[config.mk]
export PLATFORM = sky130hd
export DESIGN_NAME = accel_step_counter
export DESIGN_NICKNAME = d
export VERILOG_FILES = /design/src/rtl/asc_pkg.sv /design/src/rtl/accel_step_counter.sv /design/src/rtl/asc_fifo.sv /design/src/rtl/asc_front.sv /design/src/rtl/asc_back.sv
export SDC_FILE = /design/constraint.sdc
export NUM_CORES = 2
export LEC_CHECK = 0
export ABC_AREA = 1
export CORE_MARGIN = 2
export CORE_UTILIZATION = 40
export CTS_BUF_LIST = sky130_fd_sc_hd__clkbuf_8 sky130_fd_sc_hd__clkbuf_16
export CTS_CLUSTER_SIZE = 12
export DETAILED_ROUTE_END_ITERATION = 7
export DONT_BUFFER_PORTS = 1
export PLACE_DENSITY_LB_ADDON = 0.08
export SYNTH_ARGS = -nofsm -noshare
export SYNTH_HDL_FRONTEND = slang
export SYNTH_SLANG_ARGS = --single-unit
[constraint.sdc]
create_clock -name aclk -period 8.7 [get_ports aclk]
set_clock_uncertainty 0.1 [all_clocks]
set_input_delay 1.305 -clock aclk [delete_from_list [all_inputs] [get_ports aclk]]
set_output_delay 1.305 -clock aclk [all_outputs]
set_load 0.01 [all_outputs]
[src/rtl/asc_pkg.sv]
// ----------------------------------------------------------------------------
// asc_pkg: shared types and constants for the accelerometer step counter
// Register indexes, command codes, reset values and bus layout constants.
// ----------------------------------------------------------------------------
package asc_pkg;

    // default widths of the sample and time fields actually used
    localparam int SAMPLE_BITS_DEF = 16;
    localparam int TIME_BITS_DEF   = 32;

    // bus layout
    localparam int AXIS_FIELD_W = 16;
    localparam int TIME_FIELD_W = 32;
    localparam int NUM_AXES     = 3;
    localparam int IN_DATA_W    = NUM_AXES * AXIS_FIELD_W + TIME_FIELD_W;
    localparam int TIME_LSB     = NUM_AXES * AXIS_FIELD_W;
    localparam int STEP_W       = 32;
    localparam int OUT_DATA_W   = 40;
    localparam int OUT_PAD_W    = OUT_DATA_W - STEP_W - 4;

    // configuration port
    localparam int CFG_INDEX_W = 3;
    localparam int CFG_DATA_W  = 16;
    localparam int BAND_W      = 16;
    localparam int WIN_W       = 8;

    // peak tracker reset value and the signed width it needs
    localparam int PEAK_INIT   = 4096;
    localparam int PEAK_INIT_W = $clog2(PEAK_INIT) + 2;

    // queue between front and back
    localparam int FIFO_DEPTH = 4;

    typedef enum logic [CFG_INDEX_W-1:0] {
        REG_ENABLED        = 3'd0,
        REG_PRECISION_BAND = 3'd1,
        REG_MIN_STEP       = 3'd2,
        REG_MAX_STEP       = 3'd3,
        REG_WINDOW_LIMIT   = 3'd4
    } cfg_reg_t;

    typedef enum logic {
        OP_SAMPLE = 1'b0,
        OP_CLEAR  = 1'b1
    } op_t;

    typedef enum logic [1:0] {
        AXIS_X = 2'd0,
        AXIS_Y = 2'd1,
        AXIS_Z = 2'd2
    } axis_t;

    typedef struct packed {
        logic              enabled;
        logic [BAND_W-1:0] precision_band;
        logic [BAND_W-1:0] min_step_interval;
        logic [BAND_W-1:0] max_step_interval;
        logic [WIN_W-1:0]  window_limit;
    } cfg_t;

    localparam logic              RST_ENABLED    = 1'b1;
    localparam logic [BAND_W-1:0] RST_BAND       = 16'd100;
    localparam logic [BAND_W-1:0] RST_MIN_STEP   = 16'd350;
    localparam logic [BAND_W-1:0] RST_MAX_STEP   = 16'd2000;
    localparam logic [WIN_W-1:0]  RST_WIN_LIMIT  = 8'd50;

endpackage

[src/rtl/accel_step_counter.sv]
// ----------------------------------------------------------------------------
// Path: the fourth reading of a group is written into the queue when it is
//   accepted, then passes stage A and the result register before m_tvalid rises.
// Throughput: one transaction per cycle, in and out; s_tready drops only while
//   the 4-entry queue is full behind a stalled result stream.
// Reset: aresetn synchronous active low; restores register defaults and all
//   tracker state at once; the block is ready as soon as reset is released.
// ----------------------------------------------------------------------------
// ----------------------------------------------------------------------------
// accel_step_counter: accelerometer driven step counter, top level
// Configuration registers, front (averaging), queue and back (step logic).
// ----------------------------------------------------------------------------
module accel_step_counter #(
    parameter int SAMPLE_BITS = asc_pkg::SAMPLE_BITS_DEF,
    parameter int TIME_BITS   = asc_pkg::TIME_BITS_DEF
) (
    input  logic                            aclk,
    input  logic                            aresetn,
    // configuration write port
    input  logic                            cfg_wr_en,
    input  logic [asc_pkg::CFG_INDEX_W-1:0] cfg_index,
    input  logic [asc_pkg::CFG_DATA_W-1:0]  cfg_wdata,
    // input stream
    input  logic                            s_tvalid,
    output logic                            s_tready,
    input  logic [asc_pkg::IN_DATA_W-1:0]   s_tdata,  // accel_x, accel_y, accel_z, now_ms
    input  logic                            s_tuser,  // operation
    // result stream
    output logic                            m_tvalid,
    input  logic                            m_tready,
    output logic [asc_pkg::OUT_DATA_W-1:0]  m_tdata   // step_total, step_accepted,
                                                      // candidate_seen, dominant_axis
);

    localparam int ENTRY_W = 1 + asc_pkg::NUM_AXES * SAMPLE_BITS + TIME_BITS;

    asc_pkg::cfg_t   cfg_reg, cfg_next;
    logic            q_push, q_full, q_empty, q_pop;
    logic [ENTRY_W-1:0] q_wdata, q_rdata;

    always_comb begin
        cfg_next = cfg_reg;
        if (cfg_wr_en) begin
            unique case (cfg_index)
                asc_pkg::REG_ENABLED:        cfg_next.enabled = cfg_wdata[0];
                asc_pkg::REG_PRECISION_BAND: cfg_next.precision_band = cfg_wdata;
                asc_pkg::REG_MIN_STEP:       cfg_next.min_step_interval = cfg_wdata;
                asc_pkg::REG_MAX_STEP:       cfg_next.max_step_interval = cfg_wdata;
                asc_pkg::REG_WINDOW_LIMIT:
                    cfg_next.window_limit = cfg_wdata[asc_pkg::WIN_W-1:0];
                default: begin
                end
            endcase
        end
    end

    always_ff @(posedge aclk) begin
        if (!aresetn) begin
            cfg_reg.enabled           <= asc_pkg::RST_ENABLED;
            cfg_reg.precision_band    <= asc_pkg::RST_BAND;
            cfg_reg.min_step_interval <= asc_pkg::RST_MIN_STEP;
            cfg_reg.max_step_interval <= asc_pkg::RST_MAX_STEP;
            cfg_reg.window_limit      <= asc_pkg::RST_WIN_LIMIT;
        end else begin
            cfg_reg <= cfg_next;
        end
    end

    asc_front #(
        .SAMPLE_BITS (SAMPLE_BITS),
        .TIME_BITS   (TIME_BITS),
        .ENTRY_W     (ENTRY_W)
    ) u_front (
        .aclk      (aclk),
        .aresetn   (aresetn),
        .s_tvalid  (s_tvalid),
        .s_tready  (s_tready),
        .s_tdata   (s_tdata),
        .s_tuser   (s_tuser),
        .enabled   (cfg_reg.enabled),
        .q_push    (q_push),
        .q_full    (q_full),
        .q_data    (q_wdata)
    );

    asc_fifo #(
        .WIDTH (ENTRY_W),
        .DEPTH (asc_pkg::FIFO_DEPTH)
    ) u_fifo (
        .aclk      (aclk),
        .aresetn   (aresetn),
        .push      (q_push),
        .push_data (q_wdata),
        .full      (q_full),
        .pop       (q_pop),
        .pop_data  (q_rdata),
        .empty     (q_empty)
    );

    asc_back #(
        .SAMPLE_BITS (SAMPLE_BITS),
        .TIME_BITS   (TIME_BITS),
        .ENTRY_W     (ENTRY_W)
    ) u_back (
        .aclk     (aclk),
        .aresetn  (aresetn),
        .cfg      (cfg_reg),
        .q_empty  (q_empty),
        .q_data   (q_rdata),
        .q_pop    (q_pop),
        .m_tvalid (m_tvalid),
        .m_tready (m_tready),
        .m_tdata  (m_tdata)
    );

endmodule

[src/rtl/asc_fifo.sv]
// ----------------------------------------------------------------------------
// asc_fifo: small register queue between the front and the back
// Single clock, push and pop in the same cycle allowed, show-ahead read.
// ----------------------------------------------------------------------------
module asc_fifo #(
    parameter int WIDTH = 8,
    parameter int DEPTH = asc_pkg::FIFO_DEPTH
) (
    input  logic             aclk,
    input  logic             aresetn,
    input  logic             push,
    input  logic [WIDTH-1:0] push_data,
    output logic             full,
    input  logic             pop,
    output logic [WIDTH-1:0] pop_data,
    output logic             empty
);

    localparam int AW = (DEPTH > 1) ? $clog2(DEPTH) : 1;
    localparam int CW = $clog2(DEPTH + 1);

    logic [WIDTH-1:0] mem_reg [DEPTH];
    logic [AW-1:0]    wr_ptr_reg, wr_ptr_next;
    logic [AW-1:0]    rd_ptr_reg, rd_ptr_next;
    logic [CW-1:0]    count_reg, count_next;
    logic             do_push, do_pop;

    assign full     = (count_reg == CW'(DEPTH));
    assign empty    = (count_reg == '0);
    assign do_push  = push && !full;
    assign do_pop   = pop && !empty;
    assign pop_data = mem_reg[rd_ptr_reg];

    always_comb begin
        wr_ptr_next = wr_ptr_reg;
        rd_ptr_next = rd_ptr_reg;
        count_next  = count_reg;
        if (do_push) begin
            wr_ptr_next = (wr_ptr_reg == AW'(DEPTH - 1)) ? '0 : wr_ptr_reg + 1'b1;
        end
        if (do_pop) begin
            rd_ptr_next = (rd_ptr_reg == AW'(DEPTH - 1)) ? '0 : rd_ptr_reg + 1'b1;
        end
        if (do_push && !do_pop) begin
            count_next = count_reg + 1'b1;
        end else if (do_pop && !do_push) begin
            count_next = count_reg - 1'b1;
        end
    end

    always_ff @(posedge aclk) begin
        if (!aresetn) begin
            wr_ptr_reg <= '0;
            rd_ptr_reg <= '0;
            count_reg  <= '0;
        end else begin
            wr_ptr_reg <= wr_ptr_next;
            rd_ptr_reg <= rd_ptr_next;
            count_reg  <= count_next;
        end
    end

    always_ff @(posedge aclk) begin
        if (do_push) begin
            mem_reg[wr_ptr_reg] <= push_data;
        end
    end

endmodule

[src/rtl/asc_front.sv]
// ----------------------------------------------------------------------------
// asc_front: input side of the step counter
// Accepts transactions, accumulates four readings per axis, forms the
// truncated averages and queues averages and clear commands in order.
// ----------------------------------------------------------------------------
module asc_front #(
    parameter int SAMPLE_BITS = asc_pkg::SAMPLE_BITS_DEF,
    parameter int TIME_BITS   = asc_pkg::TIME_BITS_DEF,
    parameter int ENTRY_W     = 1 + asc_pkg::NUM_AXES * SAMPLE_BITS + TIME_BITS
) (
    input  logic                         aclk,
    input  logic                         aresetn,
    input  logic                         s_tvalid,
    output logic                         s_tready,
    input  logic [asc_pkg::IN_DATA_W-1:0] s_tdata,
    input  logic                         s_tuser,
    input  logic                         enabled,
    output logic                         q_push,
    input  logic                         q_full,
    output logic [ENTRY_W-1:0]           q_data
);

    localparam int SUM_W = SAMPLE_BITS + 2;

    logic signed [SUM_W-1:0]       sum_reg  [asc_pkg::NUM_AXES];
    logic signed [SUM_W-1:0]       sum_next [asc_pkg::NUM_AXES];
    logic signed [SUM_W-1:0]       sum_add  [asc_pkg::NUM_AXES];
    logic signed [SUM_W-1:0]       sum_bias [asc_pkg::NUM_AXES];
    logic signed [SAMPLE_BITS-1:0] sample   [asc_pkg::NUM_AXES];
    logic [1:0]                    idx_reg, idx_next;
    logic                          accept, is_clear, group_done;
    logic [TIME_BITS-1:0]          now;

    assign s_tready   = !q_full;
    assign accept     = s_tvalid && s_tready;
    assign is_clear   = (asc_pkg::op_t'(s_tuser) == asc_pkg::OP_CLEAR);
    assign group_done = (idx_reg == 2'd3);
    assign now        = s_tdata[asc_pkg::TIME_LSB +: TIME_BITS];

    always_comb begin
        q_push    = 1'b0;
        idx_next  = idx_reg;
        q_data    = '0;
        q_data[0] = is_clear;
        q_data[1 + asc_pkg::NUM_AXES*SAMPLE_BITS +: TIME_BITS] = now;
        for (int i = 0; i < asc_pkg::NUM_AXES; i++) begin
            sample[i]   = s_tdata[i*asc_pkg::AXIS_FIELD_W +: SAMPLE_BITS];
            sum_add[i]  = sum_reg[i] + SUM_W'(sample[i]);
            sum_next[i] = sum_reg[i];
            // divide by four toward zero: bias negative sums by three first
            sum_bias[i] = sum_add[i] + {{(SUM_W-2){1'b0}},
                                        sum_add[i][SUM_W-1], sum_add[i][SUM_W-1]};
            q_data[1 + i*SAMPLE_BITS +: SAMPLE_BITS] = sum_bias[i][SUM_W-1:2];
        end
        if (accept) begin
            if (is_clear) begin
                q_push = 1'b1;
            end else if (enabled) begin
                idx_next = idx_reg + 1'b1;
                for (int i = 0; i < asc_pkg::NUM_AXES; i++) begin
                    sum_next[i] = group_done ? '0 : sum_add[i];
                end
                q_push = group_done;
            end
        end
    end

    always_ff @(posedge aclk) begin
        if (!aresetn) begin
            idx_reg <= '0;
            for (int i = 0; i < asc_pkg::NUM_AXES; i++) begin
                sum_reg[i] <= '0;
            end
        end else begin
            idx_reg <= idx_next;
            for (int i = 0; i < asc_pkg::NUM_AXES; i++) begin
                sum_reg[i] <= sum_next[i];
            end
        end
    end

endmodule

[src/rtl/asc_back.sv]
// ----------------------------------------------------------------------------
// asc_back: execution side of the step counter
// Stage A updates peaks, thresholds and filtered values per average.
// Stage B picks the dominant axis, detects crossings and counts steps,
// then loads the result register; a clear command only zeroes the step count.
// ----------------------------------------------------------------------------
module asc_back #(
    parameter int SAMPLE_BITS = asc_pkg::SAMPLE_BITS_DEF,
    parameter int TIME_BITS   = asc_pkg::TIME_BITS_DEF,
    parameter int ENTRY_W     = 1 + asc_pkg::NUM_AXES * SAMPLE_BITS + TIME_BITS
) (
    input  logic                          aclk,
    input  logic                          aresetn,
    input  asc_pkg::cfg_t                 cfg,
    input  logic                          q_empty,
    input  logic [ENTRY_W-1:0]            q_data,
    output logic                          q_pop,
    output logic                          m_tvalid,
    input  logic                          m_tready,
    output logic [asc_pkg::OUT_DATA_W-1:0] m_tdata
);

    localparam int NA    = asc_pkg::NUM_AXES;
    localparam int SB    = SAMPLE_BITS;
    localparam int PW    = (SB > asc_pkg::PEAK_INIT_W - 1) ? SB : asc_pkg::PEAK_INIT_W;
    localparam int DW    = SB + 1;
    localparam int CMP_W = (DW > asc_pkg::BAND_W) ? DW : asc_pkg::BAND_W;
    localparam int WW    = asc_pkg::WIN_W;

    // ---------------- stage A ----------------
    logic signed [PW-1:0] peak_high_reg [NA], peak_high_next [NA];
    logic signed [PW-1:0] peak_low_reg  [NA], peak_low_next  [NA];
    logic        [PW-1:0] abs_peak_reg  [NA], abs_peak_next  [NA];
    logic signed [PW-1:0] thr_reg       [NA], thr_next       [NA];
    logic signed [SB-1:0] filt_reg      [NA], filt_next      [NA];
    logic [WW-1:0]        avg_cnt_reg, avg_cnt_next, avg_cnt_inc;

    logic signed [SB-1:0] avg   [NA];
    logic signed [PW-1:0] avg_w [NA];
    logic signed [PW-1:0] hi1   [NA];
    logic signed [PW-1:0] lo1   [NA];
    logic        [PW-1:0] mag_h [NA];
    logic        [PW-1:0] mag_l [NA];
    logic signed [PW:0]   hl_sum [NA];
    logic signed [DW-1:0] diff  [NA];
    logic        [DW-1:0] adiff [NA];
    logic                 changed, refresh, in_clear;
    logic [TIME_BITS-1:0] in_now;

    // stage A/B register
    logic                 a_valid_reg, a_valid_next;
    logic                 a_clear_reg;
    logic [TIME_BITS-1:0] a_now_reg;
    logic signed [SB-1:0] a_prev_reg [NA];
    logic                 a_take, a_load;

    // ---------------- stage B ----------------
    logic [TIME_BITS-1:0]        last_time_reg, last_time_next;
    logic [asc_pkg::STEP_W-1:0]  step_reg, step_next;
    logic                        o_valid_reg, o_valid_next;
    logic [asc_pkg::OUT_DATA_W-1:0] o_data_reg, o_data_next;
    logic                        o_ready;
    asc_pkg::axis_t              axis;
    logic signed [PW-1:0]        sel_thr, sel_prev, sel_filt;
    logic [TIME_BITS-1:0]        gap;
    logic                        candidate, in_window, accepted;

    assign in_clear = q_data[0];
    assign in_now   = q_data[1 + NA*SB +: TIME_BITS];

    assign o_ready  = !o_valid_reg || m_tready;
    assign a_take   = a_valid_reg && (a_clear_reg || o_ready);
    assign a_load   = !a_valid_reg || a_take;
    assign q_pop    = a_load && !q_empty;

    // stage A: state reflects the item sitting in the stage register
    always_comb begin
        changed     = 1'b0;
        avg_cnt_inc = avg_cnt_reg + 1'b1;
        refresh     = (avg_cnt_inc > cfg.window_limit);
        for (int i = 0; i < NA; i++) begin
            avg[i]   = q_data[1 + i*SB +: SB];
            avg_w[i] = PW'(avg[i]);
            hi1[i]   = (avg_w[i] > peak_high_reg[i]) ? avg_w[i] : peak_high_reg[i];
            lo1[i]   = (avg_w[i] < peak_low_reg[i])  ? avg_w[i] : peak_low_reg[i];
            if ((avg_w[i] > peak_high_reg[i]) || (avg_w[i] < peak_low_reg[i])) begin
                changed = 1'b1;
            end
            mag_h[i]  = hi1[i][PW-1] ? PW'(-hi1[i]) : PW'(hi1[i]);
            mag_l[i]  = lo1[i][PW-1] ? PW'(-lo1[i]) : PW'(lo1[i]);
            hl_sum[i] = (PW+1)'(hi1[i]) + (PW+1)'(lo1[i]);
            diff[i]   = DW'(filt_reg[i]) - DW'(avg[i]);
            adiff[i]  = diff[i][DW-1] ? DW'(-diff[i]) : DW'(diff[i]);
        end

        avg_cnt_next = avg_cnt_reg;
        for (int i = 0; i < NA; i++) begin
            peak_high_next[i] = peak_high_reg[i];
            peak_low_next[i]  = peak_low_reg[i];
            abs_peak_next[i]  = abs_peak_reg[i];
            thr_next[i]       = thr_reg[i];
            filt_next[i]      = filt_reg[i];
        end

        if (q_pop && !in_clear) begin
            avg_cnt_next = refresh ? '0 : avg_cnt_inc;
            for (int i = 0; i < NA; i++) begin
                if (changed) begin
                    abs_peak_next[i] = (mag_h[i] > mag_l[i]) ? mag_h[i] : mag_l[i];
                end
                if (refresh) begin
                    thr_next[i]       = hl_sum[i][PW:1];  // floor of half
                    peak_high_next[i] = avg_w[i];
                    peak_low_next[i]  = avg_w[i];
                end else begin
                    peak_high_next[i] = hi1[i];
                    peak_low_next[i]  = lo1[i];
                end
                if (CMP_W'(adiff[i]) > CMP_W'(cfg.precision_band)) begin
                    filt_next[i] = avg[i];
                end
            end
        end
    end

    always_comb begin
        a_valid_next = a_valid_reg;
        if (a_load) begin
            a_valid_next = !q_empty;
        end
    end

    // stage B: dominant axis, crossing and interval check
    always_comb begin
        if ((abs_peak_reg[0] > abs_peak_reg[1]) && (abs_peak_reg[0] > abs_peak_reg[2])) begin
            axis = asc_pkg::AXIS_X;
        end else if ((abs_peak_reg[1] > abs_peak_reg[0])
                     && (abs_peak_reg[1] > abs_peak_reg[2])) begin
            axis = asc_pkg::AXIS_Y;
        end else begin
            axis = asc_pkg::AXIS_Z;
        end

        sel_thr   = thr_reg[axis];
        sel_prev  = PW'(a_prev_reg[axis]);
        sel_filt  = PW'(filt_reg[axis]);
        candidate = (sel_prev > sel_thr) && (sel_filt < sel_thr);
        gap       = a_now_reg - last_time_reg;
        in_window = (gap >= TIME_BITS'(cfg.min_step_interval))
                    && (gap <= TIME_BITS'(cfg.max_step_interval));
        accepted  = candidate && in_window;

        last_time_next = last_time_reg;
        step_next      = step_reg;
        o_valid_next   = o_valid_reg && !m_tready;
        o_data_next    = o_data_reg;

        if (a_take) begin
            if (a_clear_reg) begin
                step_next = '0;
            end else begin
                if (candidate) begin
                    last_time_next = a_now_reg;
                end
                if (accepted) begin
                    step_next = step_reg + 1'b1;
                end
                o_valid_next = 1'b1;
                o_data_next  = {{asc_pkg::OUT_PAD_W{1'b0}}, axis, candidate, accepted,
                                (accepted ? step_reg + 1'b1 : step_reg)};
            end
        end
    end

    always_ff @(posedge aclk) begin
        if (!aresetn) begin
            avg_cnt_reg   <= '0;
            a_valid_reg   <= 1'b0;
            last_time_reg <= '0;
            step_reg      <= '0;
            o_valid_reg   <= 1'b0;
            for (int i = 0; i < NA; i++) begin
                peak_high_reg[i] <= -PW'(asc_pkg::PEAK_INIT);
                peak_low_reg[i]  <= PW'(asc_pkg::PEAK_INIT);
                abs_peak_reg[i]  <= '0;
                thr_reg[i]       <= '0;
                filt_reg[i]      <= '0;
            end
        end else begin
            avg_cnt_reg   <= avg_cnt_next;
            a_valid_reg   <= a_valid_next;
            last_time_reg <= last_time_next;
            step_reg      <= step_next;
            o_valid_reg   <= o_valid_next;
            for (int i = 0; i < NA; i++) begin
                peak_high_reg[i] <= peak_high_next[i];
                peak_low_reg[i]  <= peak_low_next[i];
                abs_peak_reg[i]  <= abs_peak_next[i];
                thr_reg[i]       <= thr_next[i];
                filt_reg[i]      <= filt_next[i];
            end
        end
    end

    // payload registers
    always_ff @(posedge aclk) begin
        o_data_reg <= o_data_next;
        if (q_pop) begin
            a_clear_reg <= in_clear;
            a_now_reg   <= in_now;
            for (int i = 0; i < NA; i++) begin
                a_prev_reg[i] <= filt_reg[i];
            end
        end
    end

    assign m_tvalid = o_valid_reg;
    assign m_tdata  = o_data_reg;

endmodule

### After elaboration in Yosys (flattened, before gate mapping)

Memories as Yosys holds them, arrays and structs flattened. A register that Yosys moved wholly into a read port is not among the register bits.
Cells that the tools add are included.

* bits in latches: 0
* memory bits (writable): 666
* output and inout port bits: 42
* memory bits (read-only): 0
* register bits after elaboration: 209
* memories: 8
* input bits: 105
* word-level logic and storage cells: 232

* multipliers: 0
* reductions and logical operators: 40
* order comparisons: 21
* divide/modulo/power cells: 0
* multiplexer cells: 87
* eq/ne operators: 10
* bitwise gates (word level): 20
* $add $sub $neg: 29
* shifts and indexed selects: 0

Memory list
* u_fifo.mem_reg: depth 4, width 81, rd ports 1, clocked after memory_dff 1, write ports 1, RTL line asc_fifo.sv:22 `logic [WIDTH-1:0] mem_reg [DEPTH];`
* u_front.sum_reg: depth 3, width 18, rd ports 3, clocked after memory_dff 0, write ports 3, RTL line asc_front.sv:25 `logic signed [SUM_W-1:0] sum_reg [asc_pkg::NUM_AXES];`
* u_back.a_prev_reg: depth 3, width 16, rd ports 1, clocked after memory_dff 0, write ports 3, RTL line asc_back.sv:54 `logic signed [SB-1:0] a_prev_reg [NA];`
* u_back.abs_peak_reg: depth 3, width 16, rd ports 3, clocked after memory_dff 0, write ports 3, RTL line asc_back.sv:33 `logic [PW-1:0] abs_peak_reg [NA], abs_peak_next [NA];`
* u_back.filt_reg: depth 3, width 16, rd ports 4, clocked after memory_dff 0, write ports 3, RTL line asc_back.sv:35 `logic signed [SB-1:0] filt_reg [NA], filt_next [NA];`
* u_back.peak_high_reg: depth 3, width 16, rd ports 3, clocked after memory_dff 0, write ports 3, RTL line asc_back.sv:31 `logic signed [PW-1:0] peak_high_reg [NA], peak_high_next [NA];`
* 2 more memories

Operator list (number)
* 2-to-1 mux 16 bit: 45
* 2-to-1 mux 48 bit: 5
* > comparator 16 bit: 11
* 2-to-1 mux 54 bit: 3
* 2-to-1 mux 18 bit: 6
* negator 16 bit: 6
* < comparator 16 bit: 4
* 2-to-1 mux 32 bit: 2
* adder 18 x 16 -> 18 bit: 3
* adder 18 x 2 -> 18 bit: 3
* adder 16 x 16 -> 17 bit: 3
* > comparator 17 x 16 -> 1 bit: 3
* 2-to-1 mux 17 bit: 3
* negator 17 bit: 3
* subtractor 16 x 16 -> 17 bit: 3
* adder 32 x 1 -> 32 bit, second input constant: 1
* >= comparator 32 x 16 -> 1 bit: 1
* <= comparator 32 x 16 -> 1 bit: 1
* subtractor 32 bit: 1
* bitwise OR 1 bit: 18
* logical AND 1 bit: 14
* 2-to-1 mux 1 bit: 14
* 2-to-1 mux 2 bit: 6
* AND reduction 2 bit: 6
* other kinds (19): 42

### Longest topological paths before layout

An unclocked memory read counts as a cell.

* depth in word-level cells: 11
* mapped depth: 42
* mapped depth without buffers: 40

### Cells and area by module

Synthesis repeated with hierarchy kept, for this count alone.

* cells, all modules: 7631
* area, all modules: 58173.3 µm²

Modules (own cells, without submodules)
* asc_back: cells an instance 5309, area each 36646.4 µm², instances 1, seq. area each 10279.9 µm²
* asc_fifo: cells an instance 855, area each 12582.1 µm², instances 1, seq. area each 9909.5 µm²
* asc_front: cells an instance 1147, area each 6682.7 µm², instances 1, seq. area each 1121.1 µm²
* accel_step_counter: cells an instance 320, area each 2262.2 µm², instances 1, seq. area each 1141.1 µm²

### Least setup slack after synthesis

Ideal clock, no wire load.

* path type: input -> register
* from: input m_tready
* to: memory u_back.thr_reg[0][0] (netlist name) (enable)
* arrival: 7439 ps
* data required time: 8193 ps
* path buffers: 0
* cell stages on the path: 10
* path slack: 754 ps
* setup time: 407 ps
* cells stage by stage: nor2_1 nand3_1 inv_1 nor2_1 inv_1 nor2_2 inv_2 nor2_1 inv_1 nand2_1

RTL lines
* start, declared: RTL line accel_step_counter.sv:30 `input logic m_tready,`
* end, declared: RTL line asc_back.sv:34 `logic signed [PW-1:0] thr_reg [NA], thr_next [NA];`

==> impl_results.md <==
* Outcome: finished clean
* Setup Viol. Count Final at 0
* Synth area leaders: edfxtp_1 26%, dfxtp_1 14%, ha_1 11%
* Setup CP Type: reg2reg
* DRC viols at 0
* Clock buffer depth at 3
* CP max FO at 101
* Max Fclk at 130 MHz
* Slew @ Worst Pin at 1.28 ns
* Largest register FFs at 324
* Pin count of the biggest net entering global routing at 122
* Initial antenna violation count at 1
* Clock-pin slew on the worst setup and hold paths at 0.06 ns
* Routed Wire Length at 179000 µm
* Period utilization at 88.5%
* Crit path DAT at 8.21 ns
* Post-synth top cells: 1644 x nand2_1, 844 x inv_1, 649 x a21oi_1
* Post-Place Worst Slack at 1.19 ns
* Count of flip-flops with a built-in enable after synthesis at 489
* Root Buffer: clkbuf_16
* PostCTS Resize Cnt at 0
* Die Y at 378 µm
* CP Capture Point: u_back.abs_peak_reg[0][45]
* Skew-Pair Late Insertion Delay at 0.73 ns
* Share of layout cells above drive strength 1 at 6.24%
* Post-synthesis xor/xnor area fraction at 3.66%
* Reg2Reg Depth at 33
* Final Max Tran Viols at 0
* Slowest stage cell, crit path: buf_4
* HP Class: reg2reg
* Hold_buf cts at 0
* Cts bufs inserted at 104
* WP buf/inv at 8
* Drt initial violations at 3663
* Fin crit period at 7.70 ns
* WL per Instance at 20.0 µm
* Register area share after synthesis at 40.2%
* Startpoint Class: register
* Share of the synthesized area in the top cell type at 26.3%
* Mapped Area at 55800 µm²
* Setup TNS at 0 ns
* H-tree Lvls at 3
* Final HPWL DP at 134000 µm
* Final RePlAce weighted congestion at 0.931
* Largest family of logic cells by synthesized area: simple AND/OR/NAND/NOR gates
* Vias in the first global route at 44300
* FILL cells at 14000
* Synthesized area per cell at 7.96 µm²
* DRT Pass-1 Iters at 7
* Mux share of post-synthesis cell area at 0%
* RSZ-0062 raised after global routing: false
* Maxcap violations at 0
* First-pass GRT wire length at 272000 µm
* CP Depth at 33
* Reg2Reg Setup Slack at 1.0 ns
* Die width at 378 µm
* DR vias/cell at 5.27
* CP peak stage delay at 0.83 ns
* Synth Area in Compound Gates at 15.5%
* ANT nets after route at 0
* Required time of the worst setup path at 9.21 ns
* Synth Area in Adders at 11.8%
* CP Capture Type: register
* GRT Total Usage at 24.8%
* Grt total ovfl at 0
* Final Hold Fails at 0
* Clock sinks at 877
* Largest area contributor in the netlist: edfxtp_1
* Die area at 143000 µm²
* Yosys reg bits at 877
* Yosys warnings at 0
* Worst R2R End: u_back.abs_peak_reg[0][45]
* CTS tree: yes
* Mapped Cells at 7016
* # nets final at 7595
* DR vias at 47100
* Post-synth ARST share at 0%
* CP top delay family: compound AO/OA/AOI/OAI gates
* Area Growth Syn to Fin at 9.90%
* Fin Hold WS at 0.359 ns
* Most common cell in the synthesized netlist: nand2_1
* Synth Area in Simple Gates at 21.0%
* # IOs at 147
* Most used DFF post-synth: edfxtp_1
* Netlist cell types at 74
* Port Buffers at 0
* Core region area at 139000 µm²
* Number of setup buffers added after CTS at 0
* Final worst slack at 1.00 ns
* Site Rows at 137
* Starting Density at 40.2%
* Worst slew margin at 14.9%
-- stage by stage --
step           util (%)  instances  instance area [µm²]
6_report           44.1       8940                61400
5_1_grt            44.1       8939                61300
4_1_cts            44.1       8939                61300
3_5_place_dp       41.6       8742                57900
3_3_place_gp       41.6       8742                57900
2_1_floorplan         -       7019                55800
-- layer usage --
| metal | up-vias | wire length, µm | share of wire, % | track usage, % |
|---|---|---|---|---|
| met3 | 188 | 9040 | 5.0 | 3.16 |
| met5 | - | 0 | 0 | 0 |
| met2 | 1120 | 80300 | 45 | 39.8 |
| met1 | 22200 | 86200 | 48 | 35.6 |
| li1 | 23700 | - | - | - |
| met4 | 0 | 3510 | 2.0 | 5.14 |
-- kinds of logic (layout without fill, tap and decap cells) --
group / count (synthesis) / count (layout)
xor gates and xnor gates: 228 / 228
adders and majority gates: 518 / 518
DFF: 877 / 877
and+or+nand+nor: 2776 / 2776
buffers and inverters: 1112 / 1156
other: 1 / 5
AOI/OAI and AO/OA: 1504 / 1504
-- how the worst min path moves through the flow --
stage	start	cells after the start	slack (ns)	endpoint
floorplan	u_front.idx_reg[0]	1	0.33	u_front.idx_reg[0]
global placement	u_back.last_time_reg[10]	2	0.35	u_back.last_time_reg[10]
detailed placement	u_back.filt_reg[2][0]	0	0.35	u_back.a_prev_reg[2][0]
CTS	u_back.last_time_reg[27]	2	0.36	u_back.last_time_reg[27]
global route	u_back.last_time_reg[7]	2	0.37	u_back.last_time_reg[7]
finish	u_back.last_time_reg[30]	2	0.36	u_back.last_time_reg[30]
-- layout make-up --
cell class                      count  area (µm²)  area share, %
Multi-Input combinational cell   5030       29100           47.4
Inverter                          871        3280           5.35
Tap cell                         1876        2350           3.83
Clock inverter                     72         553          0.901
Antenna cell                        1        2.50        0.00408
Sequential cell                   877       22500           36.6
Clock buffer                      125        2930           4.77
Timing Repair Buffer               88         698           1.14
-- layout by cell type, fill, tap and decap left out, types with 32 or more instances in the layout --
master     count
nand2_1     1643
inv_1        872
a21oi_1      649
nor2_1       507
ha_1         507
edfxtp_1     489
dfxtp_1      386
o21ai_0      369
nand3_1      294
xor2_1       188
a31oi_1      112
clkbuf_16    107
nand4_1       96
buf_4         85
nor3_1        71
o21ai_1       65
a32oi_1       43
xnor2_1       34
o22ai_1       33
o21ai_2       32
-- worst register-to-register path: cells and delay by family, from the launching register on --
family | cells | cell delay (ns)
compound gates | 9 | 2.19
xor+xnor | 1 | 0.22
fa+ha+maj | 2 | 0.66
buf+inv | 8 | 2.18
flops | 1 | 0.48
simple gates | 13 | 1.76
Power is not shown: default switching activity piles up to over one toggle a cycle in this logic, so the estimate is an artifact.
